### config.mk
export PLATFORM = sky130hd
export DESIGN_NAME = sorted_sixteen_entry_key_table
export DESIGN_NICKNAME = d
export VERILOG_FILES = /design/src/rtl/sstkt_pkg.sv /design/src/rtl/sstkt_cell.sv /design/src/rtl/sorted_sixteen_entry_key_table.sv
export SDC_FILE = /design/constraint.sdc
export NUM_CORES = 2
export LEC_CHECK = 0
export BUFFER_PORTS_ARGS = -buffer_cell sky130_fd_sc_hd__buf_2
export CAP_MARGIN = 20
export CORE_MARGIN = 2
export CORE_UTILIZATION = 30
export CTS_BUF_LIST = sky130_fd_sc_hd__clkbuf_16
export DETAILED_ROUTE_END_ITERATION = 8
export SKIP_LAST_GASP = 1
export SLEW_MARGIN = 20
export SYNTH_ARGS = -nofsm -noshare
export SYNTH_HDL_FRONTEND = slang
export SYNTH_SLANG_ARGS = --single-unit
### constraint.sdc
create_clock -name clk -period 9.1 [get_ports clk]
set_input_delay 1.365 -clock clk [delete_from_list [all_inputs] [get_ports clk]]
set_output_delay 1.365 -clock clk [all_outputs]
set_load 0.1 [all_outputs]
### src/rtl/sstkt_pkg.sv
// Package of the sorted key table: sizes, operation and status codes, cell structs.
// Depends on nothing; used by every module of the block.
`default_nettype none

package sstkt_pkg;

    localparam int ENTRIES         = 16;
    localparam int COUNT_W         = $clog2(ENTRIES + 1);
    localparam int KEY_W           = 8;
    localparam int CHILD_W         = 64;
    localparam int OP_W            = 2;
    localparam int STATUS_W        = 2;
    localparam int UNDERFULL_COUNT = 3;

    // Input transfer layout, lowest bit first.
    localparam int IN_BITS   = OP_W + KEY_W + CHILD_W;
    localparam int IN_DATA_W = ((IN_BITS + 7) / 8) * 8;

    // Result transfer layout, lowest bit first.
    localparam int OUT_BITS   = CHILD_W + 1 + STATUS_W + COUNT_W + 1 + 1;
    localparam int OUT_DATA_W = ((OUT_BITS + 7) / 8) * 8;

    localparam logic [OP_W-1:0] OP_INSERT = 2'd0;
    localparam logic [OP_W-1:0] OP_LOOKUP = 2'd1;
    localparam logic [OP_W-1:0] OP_CHANGE = 2'd2;

    localparam logic [STATUS_W-1:0] ST_OK      = 2'd0;
    localparam logic [STATUS_W-1:0] ST_FULL    = 2'd1;
    localparam logic [STATUS_W-1:0] ST_MISSING = 2'd2;

    // Per-cell control from the top level.
    typedef struct packed {
        logic               ins_en;
        logic               chg_en;
        logic               valid;
        logic               at_tail;
        logic [KEY_W-1:0]   key;
        logic [CHILD_W-1:0] value;
    } cell_ctrl_t;

    // What one cell hands to its right-hand neighbor.
    typedef struct packed {
        logic [KEY_W-1:0]   key;
        logic [CHILD_W-1:0] child;
        logic               shift;
        logic               hit;
        logic [CHILD_W-1:0] hit_child;
    } link_t;

endpackage

`default_nettype wire

### src/rtl/sstkt_cell.sv
// One slot of the sorted key table: key and child registers, compare and shift logic.
// Depends on sstkt_pkg.
`default_nettype none

module sstkt_cell
    import sstkt_pkg::*;
(
    input  wire logic       clk,
    input  wire cell_ctrl_t ctrl,
    input  wire link_t      lin,
    output link_t           lout
);

    logic [KEY_W-1:0]   key_reg;
    logic [KEY_W-1:0]   key_next;
    logic [CHILD_W-1:0] child_reg;
    logic [CHILD_W-1:0] child_next;
    logic               match;
    logic               first;
    logic               shift;

    // Compare the slot against the requested key.
    assign match = ctrl.valid && (key_reg == ctrl.key);
    assign first = match && !lin.hit;
    assign shift = ctrl.valid && (key_reg > ctrl.key);

    // Hand the slot contents and the search chain to the right.
    assign lout.key       = key_reg;
    assign lout.child     = child_reg;
    assign lout.shift     = shift;
    assign lout.hit       = lin.hit || match;
    assign lout.hit_child = first ? child_reg : lin.hit_child;

    // Insert moves the slot up or loads the new entry; change rewrites the first match.
    always_comb
    begin
        key_next   = key_reg;
        child_next = child_reg;
        if (ctrl.ins_en)
        begin
            if (lin.shift)
            begin
                key_next   = lin.key;
                child_next = lin.child;
            end
            else if (shift || ctrl.at_tail)
            begin
                key_next   = ctrl.key;
                child_next = ctrl.value;
            end
        end
        else if (ctrl.chg_en && first)
        begin
            child_next = ctrl.value;
        end
    end

    always_ff @(posedge clk)
    begin
        key_reg   <= key_next;
        child_reg <= child_next;
    end

endmodule

`default_nettype wire

### src/rtl/sorted_sixteen_entry_key_table.sv
// Sorted table of sixteen entries (key byte, 64-bit child) kept in ascending unsigned key
// order in a row of slot cells. For each input transfer (insert, lookup or change), all slots
// compare against the key at once, a search chain across the row picks the first match, and
// an insert moves every larger entry up one slot in the same edge. The result appears in an
// output register in the cycle after acceptance, and a new item is taken whenever that
// register is empty or being read, so the block sustains one item per cycle while the
// result side keeps up.
// Depends on sstkt_pkg and sstkt_cell.
`default_nettype none

module sorted_sixteen_entry_key_table
    import sstkt_pkg::*;
(
    input  wire logic                  clk,
    input  wire logic                  rst_n,
    // s_tdata fields from bit 0: op (2), key (8), child_value (64), zero fill.
    input  wire logic                  s_tvalid,
    output logic                       s_tready,
    input  wire logic [IN_DATA_W-1:0]  s_tdata,
    // m_tdata fields from bit 0: found_child (64), found (1), status (2),
    // entry_count (5), is_full (1), is_underfull (1), zero fill.
    output logic                       m_tvalid,
    input  wire logic                  m_tready,
    output logic [OUT_DATA_W-1:0]      m_tdata
);

    logic                  accept;
    logic [OP_W-1:0]       op;
    logic [KEY_W-1:0]      key;
    logic [CHILD_W-1:0]    child_value;
    logic                  full;
    logic                  ins_en;
    logic [COUNT_W-1:0]    count_reg;
    logic [COUNT_W-1:0]    count_next;
    logic                  out_valid_reg;
    logic                  out_valid_next;
    logic [OUT_BITS-1:0]   out_data_reg;
    logic [OUT_BITS-1:0]   out_data_next;
    logic [CHILD_W-1:0]    found_child;
    logic                  found;
    logic [STATUS_W-1:0]   status;
    link_t                 link [0:ENTRIES];

    // Unpack the input transfer.
    assign op          = s_tdata[OP_W-1:0];
    assign key         = s_tdata[OP_W +: KEY_W];
    assign child_value = s_tdata[OP_W + KEY_W +: CHILD_W];

    assign s_tready = !out_valid_reg || m_tready;
    assign accept   = s_tvalid && s_tready;
    assign full     = (count_reg == COUNT_W'(ENTRIES));
    assign ins_en   = accept && (op == OP_INSERT) && !full;

    // Row of slot cells; the leftmost cell sees an empty neighbor.
    assign link[0] = '0;

    for (genvar i = 0; i < ENTRIES; i++)
    begin : g_cell
        cell_ctrl_t ctrl;

        assign ctrl.ins_en  = ins_en;
        assign ctrl.chg_en  = accept && (op == OP_CHANGE);
        assign ctrl.valid   = (COUNT_W'(i) < count_reg);
        assign ctrl.at_tail = (COUNT_W'(i) == count_reg);
        assign ctrl.key     = key;
        assign ctrl.value   = child_value;

        sstkt_cell u_cell (
            .clk  (clk),
            .ctrl (ctrl),
            .lin  (link[i]),
            .lout (link[i+1])
        );
    end

    // Result fields and the new entry count.
    always_comb
    begin
        found_child = '0;
        found       = 1'b0;
        status      = ST_OK;
        count_next  = count_reg;
        case (op)
            OP_INSERT:
            begin
                if (full)
                begin
                    status = ST_FULL;
                end
                else
                begin
                    count_next = count_reg + COUNT_W'(1);
                end
            end
            OP_LOOKUP:
            begin
                found       = link[ENTRIES].hit;
                found_child = link[ENTRIES].hit_child;
            end
            OP_CHANGE:
            begin
                found = link[ENTRIES].hit;
                if (!link[ENTRIES].hit)
                begin
                    status = ST_MISSING;
                end
            end
            default:
            begin
                found = 1'b0;
            end
        endcase
    end

    assign out_data_next = {
        (count_next == COUNT_W'(UNDERFULL_COUNT)),
        (count_next == COUNT_W'(ENTRIES)),
        count_next,
        status,
        found,
        found_child
    };

    // Output register holds the result until it is taken.
    assign out_valid_next = accept ? 1'b1 : (out_valid_reg && !m_tready);

    always_ff @(posedge clk or negedge rst_n)
    begin
        if (!rst_n)
        begin
            out_valid_reg <= 1'b0;
            count_reg     <= '0;
        end
        else
        begin
            out_valid_reg <= out_valid_next;
            if (accept)
            begin
                count_reg <= count_next;
            end
        end
    end

    always_ff @(posedge clk)
    begin
        if (accept)
        begin
            out_data_reg <= out_data_next;
        end
    end

    assign m_tvalid = out_valid_reg;
    assign m_tdata  = OUT_DATA_W'(out_data_reg);

endmodule

`default_nettype wire

==> impl_metrics.env <==
export IMPL_status="finished, final reports clean"
export IMPL_drv_slew=0
export IMPL_cts_max_path_buffers=3
export IMPL_synthTopCellsByCount="edfxtp_1 (1,226), mux2_2 (1,000), nand2_1 (247)"
export IMPL_layout_cells_non_filler=7192
export IMPL_finClkSkew_ns=0.0691
export IMPL_max_freq_mhz=164
export IMPL_ant_nets=0
export IMPL_die_w_um=456
export IMPL_ys_top_cells_by_area="edfxtp_1 (60%), mux2_2 (18%), ha_1 (2.7%)"
export IMPL_path_common_cell="buf_4"
export IMPL_grt_overflow_total=0
export IMPL_worst_pin_slew_ns=1.23
export IMPL_path_class="in2reg"
export IMPL_grt_pass1_vias=41200
export IMPL_grt_pass1_wl_um=308000
export IMPL_cp_num_buf_inv=5
export IMPL_fin_nets=4617
export IMPL_start_kind="input pin"
export IMPL_p_per_area_nw_per_um2=177
export IMPL_grt_usage=0.204
export IMPL_drtIter0Drc=4921
export IMPL_holdCritPathClass="in2async"
export IMPL_synth_ff_type="edfxtp_1"
export IMPL_initial_utilization=0.302
export IMPL_critPathMaxStageDelay_ns=0.63
export IMPL_slowest_stage="nand3_2"
export IMPL_cts_tree="done"
export IMPL_synth_edff_count=1226
export IMPL_fp_coreArea_sq_um=203000
export IMPL_wire_per_inst_um=30.3
export IMPL_cts_setup_buffers=0
export IMPL_drive_gt1_frac=0.348
export IMPL_cp_end_kind="register"
export IMPL_layout_min_cycle_time_ns=6.08
export IMPL_arrival_ns=6.61
export IMPL_cp_required_ns=9.63
export IMPL_maxCapViolCount=0
export IMPL_ys_ff_latch=1232
export IMPL_dp_hpwl_um=132000
export IMPL_yosysSeqAreaShare=0.604
export IMPL_setup_violations=0
export IMPL_hold_viol=0
export IMPL_finalSetupTns_ns=0
export IMPL_drc=0
export IMPL_gp_congestion=0.870
export IMPL_ys_types=90
export IMPL_num_rows=165
export IMPL_htree_levels=4
export IMPL_async_reset_ff_frac=0.00487
export IMPL_post_cts_resized=0
export IMPL_yosysWarnings=0
export IMPL_largest_reg_flops=1024
export IMPL_p_leak_nw=22.9
export IMPL_syn_avg_cell_area_sq_um=14.3
export IMPL_ctsHoldBuffers=0
export IMPL_syn_to_final_growth_pct=14.1
export IMPL_grt_antenna_before_repair=37
export IMPL_ios=166
export IMPL_post_synth_top_count_cell="edfxtp_1"
export IMPL_avgViaCountPerCell=5.80
export IMPL_dr_total_vias=41700
export IMPL_cts_sinks=1232
export IMPL_grt_max_degree=66
export IMPL_finalWirelength_um=218000
export IMPL_cp_max_fo=30
export IMPL_cts_inserted_buffers=138
export IMPL_cts_root_buf="clkbuf_16"
export IMPL_portBuffers=153
export IMPL_yosysTopAreaCellShare=0.601
export IMPL_rsz0062_at_grt="no"
export IMPL_first_pass_iters=9
export IMPL_synth_area_sq_um=61200
export IMPL_fin_crit_sh=0.668
export IMPL_yosys_area_top_type="edfxtp_1"
export IMPL_fp_dieH_um=456
export IMPL_fillerInstances=19500
export IMPL_cp_cell_sequence="buf_2 > inv_1 > buf_4 > ha_1 > and4_1 > nand4_1 > nand4_1 > nor3_2 > buf_4 > nand3_2 > buf_4 > nor2_1 > o21ai_1 > a221o_1 > o21a_1"
export IMPL_relSlewSlack=0.175
export IMPL_cp_top_family="simple AND/OR/NAND/NOR gates"
export IMPL_clkLatencyLatePin_ns=0.82
export IMPL_syn_inst=4288
export IMPL_die_area_sq_um=208000
export IMPL_cts_clk_slew_worst_paths_ns=0.06
export IMPL_ir_drop_mv=0.167
export IMPL_dp_cells=6931
routing by layer:
layer,track usage,wire (um),vias to the layer above
li1,-,-,17400
met1,0.263,86400,21500
met2,0.324,101000,2349
met3,0.0460,20600,533
met4,0.0929,10100,12
met5,0,59,-
kinds of logic after synthesis:
kind of cell / count (synthesis) / synth area share
other cells: 1 / 0.0000612
xor+xnor: 6 / 0.000858
fa+ha+maj: 134 / 0.0274
buf+inv: 365 / 0.0265
flops: 1232 / 0.604
compound gates: 855 / 0.101
mux: 1004 / 0.185
simple gates: 691 / 0.0557
worst register-to-register path, delay by kind of cell, from the launching register on:
| kind | cells | cell delay, ns |
|---|---|---|
| DFF | 1 | 0.35 |
| AOI/OAI and AO/OA | 4 | 0.82 |
| and+or+nand+nor | 5 | 2.30 |
| buffers and inverters | 4 | 1.42 |
cell usage in the layout (no fill, tap or decap), drive strengths merged, types with 15 or more instances in the layout:
| master | count |
|---|---|
| and3 | 20 |
| diode | 17 |
| and2 | 18 |
| mux2 | 1000 |
| a211oi | 26 |
| edfxtp | 1226 |
| o21ai | 171 |
| nor2b | 21 |
| a22oi | 88 |
| a221o | 15 |
| clkbuf | 138 |
| nand3 | 82 |
| nand4 | 41 |
| o221ai | 24 |
| a21oi | 90 |
| buf | 294 |
| ha | 134 |
| a22o | 69 |
| o21a | 46 |
| o211ai | 22 |
| nand2b | 17 |
| nor2 | 142 |
| a31oi | 41 |
| o22ai | 56 |
| a21o | 24 |
| or3 | 22 |
| a222oi | 63 |
| nor3 | 46 |
| nand2 | 249 |
| a221oi | 67 |
| inv | 81 |
| clkinv | 50 |
where the power goes:
part | internal, mW | switching [mW]
sequential | 6.26 | 0.0146
combinational | 0.250 | 0.414
clock | 3.00 | 2.46
total | 9.51 | 2.89
cell type report:
type                       instances  area (sq um)  area share
inverter                          37           141     0.00202
clock buffer                     138          3450      0.0494
antenna                           17          42.5    0.000609
tap                             2672          3340      0.0479
clock inverter                   106           931      0.0133
timing repair buffer             294          1900      0.0272
multi-input combinational       2696         23100       0.330
sequential                      1232         37000       0.529
stage by stage:
stage,power [mW],area [sq um],setup slack (ns),hold WS [ns],utilization
finish,12.4,69900,3.02,0.365,0.345
global route,12.7,69800,2.94,0.352,0.345
CTS,12.5,69800,3.18,0.331,0.345
detailed placement,7.05,65400,2.31,0.535,0.323
global placement,7.03,65400,2.35,0.510,0.323
floorplan,6.86,61300,0.364,0.515,-
worst paths after layout:
| kind | startpoint | end | slack [ns] | cells past startpoint |
|---|---|---|---|---|
| hold / removal | rst_n | m_tvalid$_DFF_PN0_ | 0.37 | 1 |
| hold reg to reg | g_cell[3].u_cell.key_reg[6]$_DFFE_PP_ | g_cell[4].u_cell.key_reg[6]$_DFFE_PP_ | 0.52 | 2 |
| setup reg to reg | count_reg[4]$_DFFE_PN0P_ | out_data_reg[19]$_SDFFCE_PP0P_ | 3.92 | 13 |
| min in group clk | g_cell[3].u_cell.key_reg[6]$_DFFE_PP_ | g_cell[4].u_cell.key_reg[6]$_DFFE_PP_ | 0.52 | 2 |
| setup / recovery | s_tdata[6] | out_data_reg[19]$_SDFFCE_PP0P_ | 3.02 | 15 |
| max in group asynchronous | rst_n | count_reg[3]$_DFFE_PN0P_ | 8.58 | 1 |
Power figures use the tool's default switching activity.
